<file path="src/alle_pkg.sv">
// Shared constants, codes and interface structs for the linked list engine.
// No dependencies; every other file imports this package.
package alle_pkg;

	localparam int CAPACITY   = 16;
	localparam int DATA_WIDTH = 8;
	localparam int SLOT_W     = $clog2(CAPACITY);
	localparam int LINK_W     = $clog2(CAPACITY + 1);
	localparam int MODE_W     = 2;
	localparam int POS_W      = 5;
	localparam int CNT_W      = 5;
	localparam int STATUS_W   = 2;

	localparam logic [LINK_W-1:0] END_MARK = LINK_W'(CAPACITY);

	localparam logic [MODE_W-1:0] MODE_INSERT = 2'd0;
	localparam logic [MODE_W-1:0] MODE_REMOVE = 2'd1;
	localparam logic [MODE_W-1:0] MODE_DUMP   = 2'd2;

	typedef enum logic [STATUS_W-1:0] {
		ST_OK     = 2'd0,
		ST_FULL   = 2'd1,
		ST_BADPOS = 2'd2,
		ST_EMPTY  = 2'd3
	} status_t;

	typedef struct packed {
		logic                  rd_en;
		logic [SLOT_W-1:0]     rd_addr;
		logic                  lk_we;
		logic [SLOT_W-1:0]     lk_waddr;
		logic [LINK_W-1:0]     lk_wdata;
		logic                  val_we;
		logic [SLOT_W-1:0]     val_waddr;
		logic [DATA_WIDTH-1:0] val_wdata;
	} mem_req_t;

	typedef struct packed {
		logic [LINK_W-1:0]     link;
		logic [DATA_WIDTH-1:0] value;
	} mem_rsp_t;

	typedef struct packed {
		logic                  valid;
		status_t               status;
		logic [DATA_WIDTH-1:0] element;
		logic [CNT_W-1:0]      count;
		logic                  last;
	} res_t;

endpackage

</file>
<file path="src/alle_if.sv">
// Valid/ready channel interfaces for the request and result sides.
// Depends on alle_pkg for field widths.
interface alle_req_if import alle_pkg::*; ();
	logic                  valid;
	logic                  ready;
	logic [MODE_W-1:0]     mode;
	logic [POS_W-1:0]      position;
	logic [DATA_WIDTH-1:0] value;

	modport source (output valid, mode, position, value, input ready);
	modport sink (input valid, mode, position, value, output ready);
endinterface

interface alle_rsp_if import alle_pkg::*; ();
	logic                  valid;
	logic                  ready;
	logic [STATUS_W-1:0]   status;
	logic [DATA_WIDTH-1:0] element;
	logic [CNT_W-1:0]      count;
	logic                  last;

	modport source (output valid, status, element, count, last, input ready);
	modport sink (input valid, status, element, count, last, output ready);
endinterface

</file>
<file path="src/alle_node_mem.sv">
// Node storage: link memory with per-entry valid bits and value memory.
// One shared read address, registered read data. Depends on alle_pkg.
module alle_node_mem import alle_pkg::*; (
	input  logic     clk,
	input  logic     arst_n,
	input  mem_req_t mem_req,
	output mem_rsp_t mem_rsp
);

	logic [LINK_W-1:0]     link_mem [CAPACITY];
	logic [DATA_WIDTH-1:0] val_mem  [CAPACITY];
	logic [CAPACITY-1:0]   lk_vld_q;

	logic [LINK_W-1:0]     rd_link_q;
	logic [DATA_WIDTH-1:0] rd_val_q;
	logic [SLOT_W-1:0]     rd_addr_q;
	logic                  rd_vld_q;

	always_ff @(posedge clk) begin
		if (mem_req.lk_we) begin
			link_mem[mem_req.lk_waddr] <= mem_req.lk_wdata;
		end
		if (mem_req.val_we) begin
			val_mem[mem_req.val_waddr] <= mem_req.val_wdata;
		end
		if (mem_req.rd_en) begin
			rd_link_q <= link_mem[mem_req.rd_addr];
			rd_val_q  <= val_mem[mem_req.rd_addr];
			rd_addr_q <= mem_req.rd_addr;
		end
	end

	always_ff @(posedge clk or negedge arst_n) begin
		if (!arst_n) begin
			lk_vld_q <= '0;
			rd_vld_q <= 1'b0;
		end else begin
			if (mem_req.lk_we) begin
				lk_vld_q[mem_req.lk_waddr] <= 1'b1;
			end
			if (mem_req.rd_en) begin
				rd_vld_q <= lk_vld_q[mem_req.rd_addr];
			end
		end
	end

	// an unwritten link entry i reads as i + 1
	assign mem_rsp.link  = rd_vld_q ? rd_link_q : (LINK_W'(rd_addr_q) + LINK_W'(1));
	assign mem_rsp.value = rd_val_q;

endmodule

</file>
<file path="src/alle_ctrl.sv">
// Operation sequencer: checks, list walk, read-modify-write of node links.
// Holds head, free head and count. Depends on alle_pkg and alle_if.
module alle_ctrl import alle_pkg::*; (
	input  logic       clk,
	input  logic       arst_n,
	alle_req_if.sink   req,
	input  logic       res_take,
	output res_t       res,
	output mem_req_t   mem_req,
	input  mem_rsp_t   mem_rsp
);

	typedef enum logic [8:0] {
		S_IDLE  = 9'b000000001,
		S_CHK   = 9'b000000010,
		S_SPARE = 9'b000000100,
		S_WALK  = 9'b000001000,
		S_INS_B = 9'b000010000,
		S_RCUR  = 9'b000100000,
		S_REM_B = 9'b001000000,
		S_DUMP  = 9'b010000000,
		S_EMIT  = 9'b100000000
	} state_t;

	state_t                state_q;
	logic [MODE_W-1:0]     mode_q;
	logic [POS_W-1:0]      pos_q;
	logic [DATA_WIDTH-1:0] val_q;
	logic [LINK_W-1:0]     head_q;
	logic [LINK_W-1:0]     free_q;
	logic [CNT_W-1:0]      count_q;
	logic [LINK_W-1:0]     prev_q;
	logic [LINK_W-1:0]     cur_q;
	logic [LINK_W-1:0]     spare_q;
	logic [POS_W-1:0]      rem_q;
	status_t               res_status_q;
	logic [DATA_WIDTH-1:0] res_elem_q;
	logic                  res_last_q;

	logic ins_full, ins_badpos, ins_nofree, rem_empty, rem_badpos, dump_empty;
	logic is_ins, is_rem, is_dump, pos_zero, rem_zero;

	assign is_ins     = (mode_q == MODE_INSERT);
	assign is_rem     = (mode_q == MODE_REMOVE);
	assign is_dump    = (mode_q == MODE_DUMP);
	assign pos_zero   = (pos_q == '0);
	assign rem_zero   = (rem_q == '0);
	assign ins_full   = (count_q >= CNT_W'(CAPACITY));
	assign ins_badpos = (pos_q > POS_W'(count_q));
	assign ins_nofree = (free_q >= END_MARK);
	assign rem_empty  = (count_q == '0);
	assign rem_badpos = (pos_q >= POS_W'(count_q));
	assign dump_empty = (count_q == '0);

	assign req.ready = (state_q == S_IDLE);

	assign res.valid   = (state_q == S_EMIT);
	assign res.status  = res_status_q;
	assign res.element = res_elem_q;
	assign res.count   = count_q;
	assign res.last    = res_last_q;

	// memory requests
	always_comb begin
		mem_req = '0;
		mem_req.val_waddr = free_q[SLOT_W-1:0];
		mem_req.val_wdata = val_q;
		unique case (state_q)
			S_CHK: begin
				if (is_ins) begin
					mem_req.rd_en   = !(ins_full || ins_badpos || ins_nofree);
					mem_req.rd_addr = free_q[SLOT_W-1:0];
				end else if (is_rem) begin
					mem_req.rd_en   = !(rem_empty || rem_badpos);
					mem_req.rd_addr = head_q[SLOT_W-1:0];
				end else if (is_dump) begin
					mem_req.rd_en   = !dump_empty;
					mem_req.rd_addr = head_q[SLOT_W-1:0];
				end
			end
			S_SPARE: begin
				if (pos_zero) begin
					mem_req.lk_we    = 1'b1;
					mem_req.lk_waddr = free_q[SLOT_W-1:0];
					mem_req.lk_wdata = head_q;
					mem_req.val_we   = 1'b1;
				end else begin
					mem_req.rd_en   = 1'b1;
					mem_req.rd_addr = head_q[SLOT_W-1:0];
				end
			end
			S_WALK: begin
				if (rem_zero && is_ins) begin
					mem_req.lk_we    = 1'b1;
					mem_req.lk_waddr = free_q[SLOT_W-1:0];
					mem_req.lk_wdata = mem_rsp.link;
					mem_req.val_we   = 1'b1;
				end else begin
					mem_req.rd_en   = 1'b1;
					mem_req.rd_addr = mem_rsp.link[SLOT_W-1:0];
				end
			end
			S_INS_B: begin
				mem_req.lk_we    = 1'b1;
				mem_req.lk_waddr = prev_q[SLOT_W-1:0];
				mem_req.lk_wdata = free_q;
			end
			S_RCUR: begin
				mem_req.lk_we = 1'b1;
				if (pos_zero) begin
					mem_req.lk_waddr = cur_q[SLOT_W-1:0];
					mem_req.lk_wdata = free_q;
				end else begin
					mem_req.lk_waddr = prev_q[SLOT_W-1:0];
					mem_req.lk_wdata = mem_rsp.link;
				end
			end
			S_REM_B: begin
				mem_req.lk_we    = 1'b1;
				mem_req.lk_waddr = cur_q[SLOT_W-1:0];
				mem_req.lk_wdata = free_q;
			end
			S_EMIT: begin
				mem_req.rd_en   = res_take && !res_last_q;
				mem_req.rd_addr = cur_q[SLOT_W-1:0];
			end
			default: begin
			end
		endcase
	end

	always_ff @(posedge clk or negedge arst_n) begin
		if (!arst_n) begin
			state_q      <= S_IDLE;
			mode_q       <= '0;
			pos_q        <= '0;
			val_q        <= '0;
			head_q       <= END_MARK;
			free_q       <= '0;
			count_q      <= '0;
			prev_q       <= '0;
			cur_q        <= '0;
			spare_q      <= '0;
			rem_q        <= '0;
			res_status_q <= ST_OK;
			res_elem_q   <= '0;
			res_last_q   <= 1'b0;
		end else begin
			unique case (state_q)
				S_IDLE: begin
					if (req.valid) begin
						mode_q  <= req.mode;
						pos_q   <= req.position;
						val_q   <= req.value;
						state_q <= S_CHK;
					end
				end
				S_CHK: begin
					res_status_q <= ST_OK;
					res_elem_q   <= '0;
					res_last_q   <= 1'b1;
					state_q      <= S_EMIT;
					if (is_ins) begin
						priority if (ins_full) begin
							res_status_q <= ST_FULL;
						end else if (ins_badpos) begin
							res_status_q <= ST_BADPOS;
						end else if (ins_nofree) begin
							res_status_q <= ST_FULL;
						end else begin
							state_q <= S_SPARE;
						end
					end else if (is_rem) begin
						priority if (rem_empty) begin
							res_status_q <= ST_EMPTY;
						end else if (rem_badpos) begin
							res_status_q <= ST_BADPOS;
						end else if (pos_zero) begin
							cur_q   <= head_q;
							state_q <= S_RCUR;
						end else begin
							prev_q  <= head_q;
							rem_q   <= pos_q - POS_W'(1);
							state_q <= S_WALK;
						end
					end else if (is_dump) begin
						if (dump_empty) begin
							res_status_q <= ST_EMPTY;
						end else begin
							cur_q   <= head_q;
							rem_q   <= POS_W'(count_q - CNT_W'(1));
							state_q <= S_DUMP;
						end
					end
				end
				S_SPARE: begin
					// read data holds the link of the free head slot
					if (pos_zero) begin
						head_q  <= free_q;
						free_q  <= mem_rsp.link;
						count_q <= count_q + CNT_W'(1);
						state_q <= S_EMIT;
					end else begin
						spare_q <= mem_rsp.link;
						prev_q  <= head_q;
						rem_q   <= pos_q - POS_W'(1);
						state_q <= S_WALK;
					end
				end
				S_WALK: begin
					// read data holds the link of prev_q
					if (rem_zero) begin
						if (is_ins) begin
							state_q <= S_INS_B;
						end else begin
							cur_q   <= mem_rsp.link;
							state_q <= S_RCUR;
						end
					end else begin
						prev_q <= mem_rsp.link;
						rem_q  <= rem_q - POS_W'(1);
					end
				end
				S_INS_B: begin
					free_q  <= spare_q;
					count_q <= count_q + CNT_W'(1);
					state_q <= S_EMIT;
				end
				S_RCUR: begin
					res_elem_q <= mem_rsp.value;
					if (pos_zero) begin
						head_q  <= mem_rsp.link;
						free_q  <= cur_q;
						count_q <= count_q - CNT_W'(1);
						state_q <= S_EMIT;
					end else begin
						state_q <= S_REM_B;
					end
				end
				S_REM_B: begin
					free_q  <= cur_q;
					count_q <= count_q - CNT_W'(1);
					state_q <= S_EMIT;
				end
				S_DUMP: begin
					res_status_q <= ST_OK;
					res_elem_q   <= mem_rsp.value;
					res_last_q   <= rem_zero;
					cur_q        <= mem_rsp.link;
					state_q      <= S_EMIT;
				end
				S_EMIT: begin
					if (res_take) begin
						if (res_last_q) begin
							state_q <= S_IDLE;
						end else begin
							rem_q   <= rem_q - POS_W'(1);
							state_q <= S_DUMP;
						end
					end
				end
				default: begin
					state_q <= S_IDLE;
				end
			endcase
		end
	end

endmodule

</file>
<file path="src/array_linked_list_engine_core.sv">
// Linked list engine top level: sequencer, node memories and result register.
// Depends on alle_pkg, alle_if, alle_node_mem and alle_ctrl.
//
// Positional linked list of CAPACITY nodes kept in a link memory and a value
// memory, with unused slots chained on a free list. One request at a time is
// taken on req; each insert or remove gives one result, a dump gives one
// result per element in list order with last set on the final one. An insert
// or a remove at position p above zero walks to the node before position p,
// reading one link per cycle through the single read port of the node
// memory; at position zero there is no walk. A dump reads each next element
// only after the previous result has been taken into the output register.
// Error results (full, bad position, empty) and the ignored unused mode come
// straight out of the checks. Results sit in an output register, so the
// sequencer moves on while one waits on rsp.
// The link memory starts out as the free chain through valid bits cleared at
// reset, so no clearing pass is needed and req is ready right after reset.
module array_linked_list_engine_core import alle_pkg::*; (
	input  logic     clk,
	input  logic     arst_n,
	alle_req_if.sink   req,
	alle_rsp_if.source rsp
);

	mem_req_t mem_req;
	mem_rsp_t mem_rsp;
	res_t     res;
	logic     res_take;
	logic     out_free;

	logic                  out_valid_q;
	logic [STATUS_W-1:0]   out_status_q;
	logic [DATA_WIDTH-1:0] out_elem_q;
	logic [CNT_W-1:0]      out_count_q;
	logic                  out_last_q;

	alle_ctrl u_ctrl (
		.clk      (clk),
		.arst_n   (arst_n),
		.req      (req),
		.res_take (res_take),
		.res      (res),
		.mem_req  (mem_req),
		.mem_rsp  (mem_rsp)
	);

	alle_node_mem u_node_mem (
		.clk     (clk),
		.arst_n  (arst_n),
		.mem_req (mem_req),
		.mem_rsp (mem_rsp)
	);

	// the output register is free when empty or being drained this cycle
	assign out_free = !out_valid_q || rsp.ready;
	assign res_take = res.valid && out_free;

	always_ff @(posedge clk or negedge arst_n) begin
		if (!arst_n) begin
			out_valid_q <= 1'b0;
		end else if (res_take) begin
			out_valid_q <= 1'b1;
		end else if (rsp.ready) begin
			out_valid_q <= 1'b0;
		end
	end

	// hold payload until the transfer on rsp
	always_ff @(posedge clk) begin
		if (res_take) begin
			out_status_q <= res.status;
			out_elem_q   <= res.element;
			out_count_q  <= res.count;
			out_last_q   <= res.last;
		end
	end

	assign rsp.valid   = out_valid_q;
	assign rsp.status  = out_status_q;
	assign rsp.element = out_elem_q;
	assign rsp.count   = out_count_q;
	assign rsp.last    = out_last_q;

endmodule
</file>
<file path="src/flat_wrapper.sv">
// flat-port wrapper written by rule: the top's interface ports become plain ports
module array_linked_list_engine_core_flat import alle_pkg::*;
  (clk, arst_n, req_valid, req_mode, req_position, req_value, req_ready, rsp_valid, rsp_status, rsp_element, rsp_count, rsp_last, rsp_ready);
  alle_req_if req_i ();
  alle_rsp_if rsp_i ();
  input  logic clk;
  input  logic arst_n;
  input wire logic [$bits(req_i.valid)-1:0] req_valid;
  input wire logic [$bits(req_i.mode)-1:0] req_mode;
  input wire logic [$bits(req_i.position)-1:0] req_position;
  input wire logic [$bits(req_i.value)-1:0] req_value;
  output wire logic [$bits(req_i.ready)-1:0] req_ready;
  output wire logic [$bits(rsp_i.valid)-1:0] rsp_valid;
  output wire logic [$bits(rsp_i.status)-1:0] rsp_status;
  output wire logic [$bits(rsp_i.element)-1:0] rsp_element;
  output wire logic [$bits(rsp_i.count)-1:0] rsp_count;
  output wire logic [$bits(rsp_i.last)-1:0] rsp_last;
  input wire logic [$bits(rsp_i.ready)-1:0] rsp_ready;
  assign req_i.valid = req_valid;
  assign req_i.mode = req_mode;
  assign req_i.position = req_position;
  assign req_i.value = req_value;
  assign req_ready = req_i.ready;
  assign rsp_valid = rsp_i.valid;
  assign rsp_status = rsp_i.status;
  assign rsp_element = rsp_i.element;
  assign rsp_count = rsp_i.count;
  assign rsp_last = rsp_i.last;
  assign rsp_i.ready = rsp_ready;
  array_linked_list_engine_core u_core (.clk(clk), .arst_n(arst_n), .req(req_i), .rsp(rsp_i));
endmodule
</file>
<file path="config.mk">
export PLATFORM = sky130hd
export DESIGN_NAME = array_linked_list_engine_core_flat
export DESIGN_NICKNAME = d
export VERILOG_FILES = /design/src/alle_pkg.sv /design/src/alle_if.sv /design/src/alle_node_mem.sv /design/src/alle_ctrl.sv /design/src/array_linked_list_engine_core.sv /design/src/flat_wrapper.sv
export SDC_FILE = /design/constraint.sdc
export NUM_CORES = 1
export LEC_CHECK = 0
export BUFFER_PORTS_ARGS = -buffer_cell sky130_fd_sc_hd__buf_2
export CAP_MARGIN = 20
export CORE_ASPECT_RATIO = 1.2
export CORE_MARGIN = 1.5
export CORE_UTILIZATION = 62
export CTS_CLUSTER_DIAMETER = 150
export DETAILED_ROUTE_END_ITERATION = 6
export PLACE_DENSITY_LB_ADDON = 0.05
export SETUP_SLACK_MARGIN = 0.02
export SYNTH_ARGS = -nofsm -noshare
export SYNTH_HDL_FRONTEND = slang
export SYNTH_HIERARCHICAL = 1
export SYNTH_SLANG_ARGS = --single-unit
export TNS_END_PERCENT = 100
</file>
<file path="constraint.sdc">
create_clock -name clk -period 5.1 [get_ports clk]
set_input_delay 0.255 -clock clk [delete_from_list [all_inputs] [get_ports clk]]
set_output_delay 0.255 -clock clk [all_outputs]
set_load 0.01 [all_outputs]
</file>
==> metrics.txt, run 1 <==
outcome finished, final reports clean; Worst Path Arrival 4.44 ns; Cells on Worst Hold Path 2; Leakage Power 5.86 nW; list of most frequent post-synthesis cells edfxtp_1, dfrtp_1, nand2_1; remaining antenna violation count after routing 0; Worst Skew 0.0106 ns; post-layout util 71.2%; number of synthesized flops with an enable pin 241; CTS tree done; Crit. End Element register; DIE HEIGHT 170 um; Layout area overhead 13.5%; Slew HR 28.8%; FP Rows 61; flop2flop setup slack 0.80 ns; Crit-path slowest cell nor3_1; Crit path required time 5.24 ns; Iteration-0 DRC Markers 781; pwr dens 455 mW/mm2; layout cells sized above 1 24.0%; final routed DRC violation total 0; Yosys warning total 6; first-pass GRT wire length 51.5 mm; r2r endpoint u_core/u_node_mem/link_mem[0][0]; post-synthesis adder-cell area fraction 1.38%; Die X 142 um; Via-to-Cell Ratio 6.53; hold_sp req_position[0]; WHS Endpoint u_core/u_ctrl/pos_q[0]; synth unique cells 76; multi-input logic area 0.00469 mm2; worst-case clock buffer depth 3; register area share after synthesis 65.1%; Cell Chain, Critical Path or4_4, nor3_2, nand3_1, o21ai_1, o21bai_1, or3b_2, nor3_1; Setup violations, final 0; vias in the first global route 8,802; minimum clock period 4.30 ns; Reg clk slew, reported paths 0.06 ns; CTS Root Buffer Type clkbuf_16; post-synth top area cell edfxtp_1; initial core utilization 62.8%; H-tree depth 2; xor and xnor area share after synthesis 1.15%; drt total wl 34.0 mm; top_reg_cell synth edfxtp_1; CP Class reg -> reg; post-CTS setup buffers 0; Synth Area in Compound Gates 5.71%; FF/Latch Area 0.00942 mm2; cell with the most instances after synthesis edfxtp_1; worst slew pin tran 1.06 ns; Inserted Diodes 0; CP startpoint u_core/u_ctrl/state_q[5]; GRT Total Usage 29.1%; share of the synthesized area in the top cell type 50.0%; Hold Crit Class in -> reg; total congestion overflow 0; Sink Count 328; Filler cells 1,511; Pwr Total 7.47 mW; core region area 0.0230 mm2; FMAX 233 MHz; dominant cells by area after synthesis edfxtp_1, dfrtp_1, mux4_2; crit share post-route 84.3%; Worst setup SP type register; initial antenna violation count 0; asr flop ratio synth 26.5%; CP max FO 11; Placer Congestion 0.910; Final Hold Viols 0; final net count 1,027; Max rail drop VDD 329 uV; largest net degree at the start of global routing 50; CTS buffer count 34; full die area 0.0243 mm2; largest family of logic cells by synthesized area multiplexers; reg2reg path depth 7; Critical Path Max Stage Delay 0.70 ns; Syn Inst Count 923; Final TNS setup 0 ns; DR WL/cell 25.5 um; Cell Area, Synth 0.0145 mm2; IO Pins 37; post-synthesis simple-gate area fraction 9.12%; syn_area_per_cell 15.7 um2; maxcap violations 0; syn nets 958; port bufs 36; Clock Latency Late Sink 0.52 ns; Synth Register Bits 328; Critical R2R Launch u_core/u_ctrl/state_q[5]; mux cell area share after synthesis 14.7%; RSZ-0062 raised after global routing false; DP Wirelength 22.1 mm; Slew Viols, Final 0; vias 8,701; DRT Pass-1 Iters 5
## where the power goes
group | leakage (nW) | switching, mW | internal (mW)
sequential | 3.20 | 0.358 | 3.24
combinational | 2.06 | 0.670 | 0.510
clock | 0.605 | 1.01 | 1.68
total | 5.86 | 2.04 | 5.43
## cell usage in the layout (no fill, tap or decap), types with 28 or more instances in the layout
master,count
a21oi_1,31
buf_2,35
buf_4,31
clkbuf_16,35
dfrtp_1,85
edfxtp_1,241
mux2_2,37
mux4_1,28
mux4_2,41
nand2_1,70
nor2_1,49
o21ai_0,32
## how the worst max path moves through the flow
stage / slack [ns] / cells past startpoint / endpoint
2_1_floorplan: 1.36 / 11 / u_core/u_ctrl/rem_q[3]
3_3_place_gp: 0.95 / 10 / u_core/u_node_mem/rd_vld_q
3_5_place_dp: 0.86 / 10 / u_core/u_node_mem/rd_val_q[5]
4_1_cts: 0.83 / 10 / u_core/u_node_mem/rd_val_q[2]
5_1_grt: 0.57 / 8 / u_core/u_node_mem/rd_val_q[2]
6_report: 0.80 / 7 / u_core/u_node_mem/link_mem[0][0]
## layer usage
| metal | share of wire, % | GRT usage (%) |
|---|---|---|
| met1 | 37 | 36.3 |
| met2 | 52 | 50.9 |
| met3 | 6.7 | 4.53 |
| met4 | 4.3 | 12.2 |
| met5 | 0 | 0 |
## critical path, delay by kind of cell (launching register included)
| kind | cells | cell delay, ns |
|---|---|---|
| flip-flops | 1 | 0.52 |
| AND/OR/NAND/NOR | 5 | 2.68 |
| AO/OA/AOI/OAI | 2 | 0.73 |
## per-stage QoR
step / hold WS [ns] / instances / worst slack [ns] / area (um2)
after CTS: 0.00829 / 1333 / 0.828 / 16400
after global routing: 0.00387 / 1333 / 0.573 / 16400
after detailed placement: 0.283 / 1257 / 0.863 / 15000
after global placement: 0.270 / 1256 / 0.950 / 15000
after floorplan: -0.0406 / 923 / 1.36 / 14500
final: 0.0138 / 1333 / 0.802 / 16400
## repair_timing
| action | 4_1_cts | 5_1_grt |
|---|---|---|
| hold endpoints to repair | 50 | 0 |
| resized for setup | 0 | 0 |
| hold buffers | 14 | 0 |
## cell families (layout without fill, tap and decap cells)
kind of cell / after synthesis / count (layout)
buffers and inverters: 70 / 165
AND/OR/NAND/NOR: 252 / 252
XOR/XNOR: 19 / 19
flip-flops: 328 / 328
adder cells (fa/ha/maj): 16 / 16
multiplexers: 111 / 111
AO/OA/AOI/OAI: 127 / 127
## final cells by class
| type | instances | share of cell area [%] |
|---|---|---|
| flip-flops and latches | 328 | 57.4 |
| clock buffers | 45 | 5.81 |
| clock inverters | 17 | 1.75 |
| inverters | 21 | 0.480 |
| multi-input cells | 525 | 28.6 |
| repair buffers | 82 | 3.63 |
| well taps | 315 | 2.40 |
## registers in the layout, summed over array words and instances (netlist names), 8 cells and up
name                        cells
u_core/u_ctrl/state_q           9
u_core/u_node_mem/link_mem     80
u_core/u_node_mem/val_mem     128
u_core/rsp.element              8
u_core/u_ctrl/res_elem_q        8
u_core/u_node_mem/rd_val_q      8
u_core/u_ctrl/val_q             8
u_core/u_node_mem/lk_vld_q     16
Note: power is estimated with default switching activity, not from simulation.
==> inputs of run 2 (changes only) <==
clock period = 4.5 ns   (was 5.1 ns; I/O delays follow)
==> run 2 against run 1 <==
Effect of this change:
- non-clock buffer count increased by 15
- sequential power increased by 13%
- cell area decreased by 0.85%
- critical path type unchanged
- flip-flop and latch count unchanged
- die area unchanged
- combinational power increased by 14%
- sequential share of layout area increased by 0.49 points
- register-to-register slack got worse by 0.41 ns
- global-route usage decreased by 0.49 points
- core utilization decreased by 0.60 points
==> metrics.txt, run 2 (synthesized netlist as in run 1, its figures left out) <==
outcome finished, final reports clean; reg2reg path depth 10 (+3); Placer Congestion 0.943 (+3.7%); post-route design area 0.0163 mm2 (-0.85%); Final Hold Viols 0 (unchanged); DP Wirelength 22.0 mm (-0.50%); most frequent CP cell nand2_1; CTS tree done; Die X 142 um (unchanged); full die area 0.0243 mm2 (unchanged); Critical R2R Launch u_core/u_ctrl/pos_q[0]; Reg clk slew, reported paths 0.07 ns (about the same); Final TNS setup 0 ns (unchanged); pwr dens 491 mW/mm2 (+7.8%); highest metal used met4; initial core utilization 62.8% (unchanged); WL met1 13.2 mm (+3.1%); register bank with the most flops u_core/u_node_mem/val_mem; Inserted Diodes 0 (unchanged); Slew HR 25.2% (-3.6 points); GRT Total Usage 28.6% (-0.49 points); cts repair resizes 0 (unchanged); met3 wire length 1.94 mm (-15%); core region area 0.0230 mm2 (unchanged); Hold Crit Class in -> reg; flip-flop count of the largest register after layout 128 (unchanged); Sink Count 328 (unchanged); FP Rows 61 (unchanged); CTS buffer count 31 (-8.8%); flop2flop setup slack 0.40 ns (-0.41 ns); Crit path required time 4.82 ns (-0.42 ns); Max rail drop VDD 366 uV (+11%); worst slew pin tran 1.11 ns (+0.0492 ns); IO Pins 37 (unchanged); FMAX 244 MHz (+4.7%); maxcap violations 0 (unchanged); final routed DRC violation total 0 (unchanged); crit share post-route 91.2% (+6.9 points); vias in the first global route 8,649 (-1.7%); largest net degree at the start of global routing 49 (-2.0%); DRT Pass-1 Iters 5 (unchanged); Critical Path Max Stage Delay 0.79 ns (+0.09 ns); DP Area 0.0151 mm2 (+0.45%); CTS Root Buffer Type clkbuf_16; Worst Path Arrival 4.42 ns (-0.02 ns); minimum clock period 4.10 ns (-0.193 ns); CP max FO 24 (+13); Worst Skew 0.0228 ns (+0.0122 ns); WP buf/inv 2 (+2); r2r endpoint u_core/u_node_mem/rd_val_q[2]; Layout area overhead 12.5%; hold_sp rsp_ready; H-tree depth 1 (-1); layout cells sized above 1 23.2% (-0.74 points); CP Class reg -> reg; total congestion overflow 0 (unchanged); remaining antenna violation count after routing 0 (unchanged); Crit-path slowest cell or4b_2; DR WL/cell 24.8 um (-2.9%); Cells on Worst Hold Path 3 (+1); RSZ-0062 raised after global routing false; Iteration-0 DRC Markers 704 (-9.9%); Cell Chain, Critical Path inv_1, ha_1, or4b_2, nand4_1, nand2_1, nand2_1, nand3_4, buf_12, mux4_1, mux4_2; delay-heaviest family, CP simple AND/OR/NAND/NOR gates; drt total wl 33.3 mm (-2.1%); initial antenna violation count 0 (unchanged); Post-CTS Hold Buffers 17 (+3); Via-to-Cell Ratio 6.37 (-2.5%); port bufs 36 (unchanged); final net count 1,039 (+1.2%); vias 8,555 (-1.7%); Slew Viols, Final 0 (unchanged); Setup violations, final 0 (unchanged); Leakage Power 5.79 nW (-1.2%); Crit. End Element register; Worst setup SP type register; commonest non-fill, non-tap cell in the layout edfxtp_1; biggest regs u_core/u_node_mem/val_mem x128, u_core/u_node_mem/link_mem x80, u_core/u_node_mem/lk_vld_q x16; Clock Latency Late Sink 0.58 ns (+0.06 ns); Worst Setup Slack, final 0.395 ns (-0.407 ns); DIE HEIGHT 170 um (unchanged); most frequent cells in the layout edfxtp_1, dfrtp_1, nand2_1, nor2_1, buf_4; first-pass GRT wire length 51.1 mm (-0.88%); WHS Endpoint u_core/rsp.valid; worst-case clock buffer depth 3 (unchanged); pre-CTS WS 0.463 ns (-0.400 ns); met2 wire length 17.2 mm (-1.9%); post-CTS setup buffers 0 (unchanged)
-- run 2: tightest hold or removal path, stage by stage --
cell and delay (ns):
buf_2 0.07, nand2b_1 0.18, nand2b_1 0.13
-- run 2: final cells by class --
class                      count  area (um2)
sequential                   328        9420
fill                        1517        6780
multi-input combinational    525        4670
clock buffer                  48         860
timing repair buffer          97         708
tap                          315         394
clock inverter                10         145
inverter                      21        78.8
-- run 2: worst max-delay path by stage --
stage	cells after the start	from	slack [ns]	to
after floorplan	11	u_core/u_ctrl/state_q[7]	0.76	u_core/u_ctrl/rem_q[3]
after global placement	10	u_core/u_ctrl/pos_q[0]	0.60	u_core/u_node_mem/rd_val_q[3]
after detailed placement	10	u_core/u_ctrl/pos_q[0]	0.46	u_core/u_node_mem/rd_val_q[2]
after CTS	10	u_core/u_ctrl/pos_q[0]	0.41	u_core/u_node_mem/rd_val_q[4]
after global routing	10	u_core/u_ctrl/pos_q[0]	0.23	u_core/u_node_mem/rd_val_q[2]
final	10	u_core/u_ctrl/pos_q[0]	0.40	u_core/u_node_mem/rd_val_q[2]
-- run 2: per-stage QoR --
| stage | cells | hold slack (ns) | util, % | power [mW] |
|---|---|---|---|---|
| after floorplan | 923 | -0.0706 | - | 4.96 |
| after global placement | 1269 | 0.250 | 65.5 | 5.36 |
| after detailed placement | 1269 | 0.262 | 65.5 | 5.42 |
| after CTS | 1344 | 0.0851 | 70.6 | 7.99 |
| after global routing | 1344 | 0.0815 | 70.6 | 8.33 |
| final | 1344 | 0.106 | 70.6 | 7.99 |
-- run 2: routing by layer --
layer | vias up | track usage, %
met5 | - | 0
met4 | 0 | 9.37
met3 | 71 | 3.74
met2 | 333 | 48.9
met1 | 4392 | 38.4
li1 | 3759 | -
-- run 2: report_power, final --
group | leakage, nW | total [mW] | internal, mW | switching [mW]
logic | 2.11 | 1.35 | 0.585 | 0.766
clock network | 0.474 | 2.57 | 1.49 | 1.08
registers | 3.20 | 4.06 | 3.67 | 0.392
==> inputs of run 3 (changes only) <==
CTS_BUF_LIST = sky130_fd_sc_hd__clkbuf_8 sky130_fd_sc_hd__clkbuf_16   (was default)
==> run 3 against run 2 <==
Effect of this change:
- clock-buffer cell count is 15 lower
- critical path depth stayed put
- maximum frequency about the same
- clock skew decreased by 0.0021 ns
- via count shrank 0.15%
- first-iteration DRC count is 1.3% higher
- die area unchanged
- sequential share of layout area unchanged
- total power down 0.44%
- critical endpoint unchanged
- largest cell class unchanged
==> metrics.txt, run 3 (synthesized netlist as in run 1, its figures left out) <==
Pint 5.71 mW (-0.60%); DR WL/cell 24.8 um (about the same); worst slew pin tran 1.11 ns (+0.000335 ns); biggest regs u_core/u_node_mem/val_mem x128, u_core/u_node_mem/link_mem x80, u_core/u_node_mem/lk_vld_q x16; Setup violations, final 0 (unchanged); maxcap violations 0 (unchanged); most frequent cells in the layout edfxtp_1, dfrtp_1, nand2_1, nor2_1, buf_4; switch share 28.2% (+0.12 points); Sw Pwr 2.24 mW (about the same); Worst setup SP type register; final routed DRC violation total 0 (unchanged); RSZ-0062 raised after global routing false; Hold Crit Class in -> reg; post-layout util 70.6% (unchanged); IO Pins 37 (unchanged); Placer Congestion 0.943 (unchanged); Max rail drop VDD 366 uV (+0.24%); layout cells sized above 1 23.2% (unchanged); Comb pwr share 17.0% (about the same); multi-input logic area 0.00467 mm2 (unchanged); DIE HEIGHT 170 um (unchanged); crit share post-route 91.2% (about the same); CTS tree done; Slew Viols, Final 0 (unchanged); Crit path required time 4.82 ns (about the same); pwr dens 489 mW/mm2 (-0.44%); commonest non-fill, non-tap cell in the layout edfxtp_1; H-tree depth 1 (unchanged); Die X 142 um (unchanged); Slew HR 25.2% (about the same); Sequential Power Share 51.1% (+0.2 points); vias 8,542 (-0.15%); CP Class reg -> reg; Final TNS setup 0 ns (unchanged); initial antenna violation count 0 (unchanged); DRT Pass-1 Iters 5 (unchanged); DP Wirelength 22.0 mm (unchanged); Sink Count 328 (unchanged); first-pass GRT wire length 51.1 mm (unchanged); register bank with the most flops u_core/u_node_mem/val_mem; initial core utilization 62.8% (unchanged); Clock Latency Late Sink 0.58 ns (about the same); largest net degree at the start of global routing 49 (unchanged); final net count 1,039 (unchanged); Filler cells 1,517 (unchanged); flip-flop count of the largest register after layout 128 (unchanged); worst-case clock buffer depth 3 (unchanged); FF/Latch Area 0.00942 mm2 (unchanged); CTS buffer count 31 (unchanged); GRT Total Usage 28.6% (unchanged); minimum clock period 4.10 ns (-0.00274 ns); Worst Path Arrival 4.42 ns (about the same); core region area 0.0230 mm2 (unchanged); outcome finished, final reports clean; Clock Power Share 31.9% (-0.3 points); Crit. End Element register; CTS Root Buffer Type clkbuf_16; Inserted Diodes 0 (unchanged); Iteration-0 DRC Markers 713 (+1.3%); Final Hold Viols 0 (unchanged); Layout area overhead 12.5% (unchanged); Via-to-Cell Ratio 6.36 (-0.15%); CP max FO 24 (unchanged); vias in the first global route 8,649 (unchanged); cts repair resizes 0 (unchanged); flop2flop setup slack 0.40 ns (about the same); port bufs 36 (unchanged); total congestion overflow 0 (unchanged); FP Rows 61 (unchanged); Reg clk slew, reported paths 0.07 ns (about the same); Worst Skew 0.0207 ns (-0.00208 ns); drt total wl 33.4 mm (about the same); Leakage Power 5.85 nW (+1.1%); FMAX 244 MHz (about the same); full die area 0.0243 mm2 (unchanged); remaining antenna violation count after routing 0 (unchanged)
==> run 3: changes by cell type in the layout (fill, tap and decap cells not counted) <==
cell | previous run | this run
clkbuf_1 | 15 | 0
inv_1 | 21 | 36
==> run 3: critical path, cell delays in order (launching register included) <==
cell	delay [ns]
dfrtp_1	0.41
inv_1	0.14
ha_1	0.20
or4b_2	0.79
nand4_1	0.38
nand2_1	0.18
nand2_1	0.14
nand3_4	0.29
buf_12	0.30
mux4_1	0.52
mux4_2	0.47
==> run 3: power by group through the flow <==
stage	logic, mW	registers [mW]	clock network, mW
final	1.35	4.06	2.54
after global routing	1.47	4.11	2.72
after CTS	1.33	4.06	2.57
after detailed placement	1.31	4.12	0
after global placement	1.28	4.09	0
after floorplan	1.02	3.94	0
==> run 3: repair_timing <==
| item | CTS | global route |
|---|---|---|
| hold endpoints to repair | 54 | 0 |
| hold buffers | 17 | 0 |
| buffers inserted | 0 | 0 |
==> run 3: metal layers <==
layer | global-route usage [%] | share of wire [%] | vias to the layer above
met5 | 0 | 0 | -
met4 | 9.37 | 3.2 | 0
met3 | 3.74 | 5.7 | 76
met2 | 48.9 | 51 | 333
met1 | 38.4 | 40 | 4378
li1 | - | - | 3755
==> run 3: cell type report <==
type / count / share of cell area (%)
flip-flops and latches: 328 / 57.9
clock buffers: 33 / 4.94
repair buffers: 97 / 4.35
inverters: 21 / 0.484
clock inverters: 25 / 1.24
well taps: 315 / 2.42
multi-input cells: 525 / 28.7
==> run 3: through the flow <==
stage                     worst slack, ns  hold slack (ns)  power (mW)  std cells  area, um2
after floorplan                     0.756          -0.0706        4.96        923      14500
after global placement              0.604            0.250        5.36       1269      15100
after detailed placement            0.463            0.262        5.42       1269      15100
after CTS                           0.411           0.0851        7.96       1344      16300
after global routing                0.226           0.0815        8.30       1344      16300
final                               0.398            0.106        7.95       1344      16300
==> run 3: worst paths after layout <==
check	startpoint	endpoint	cells past startpoint
worst max-delay path	u_core/u_ctrl/pos_q[0]	u_core/u_node_mem/rd_val_q[2]	10
worst min-delay path	rsp_ready	u_core/rsp.valid	3
worst max register to register	u_core/u_ctrl/pos_q[0]	u_core/u_node_mem/rd_val_q[2]	10
worst min register to register	u_core/u_ctrl/res_elem_q[7]	u_core/rsp.element[7]	0
max in group asynchronous	arst_n	u_core/u_node_mem/lk_vld_q[8]	3
min in group asynchronous	arst_n	u_core/u_ctrl/rem_q[4]	2
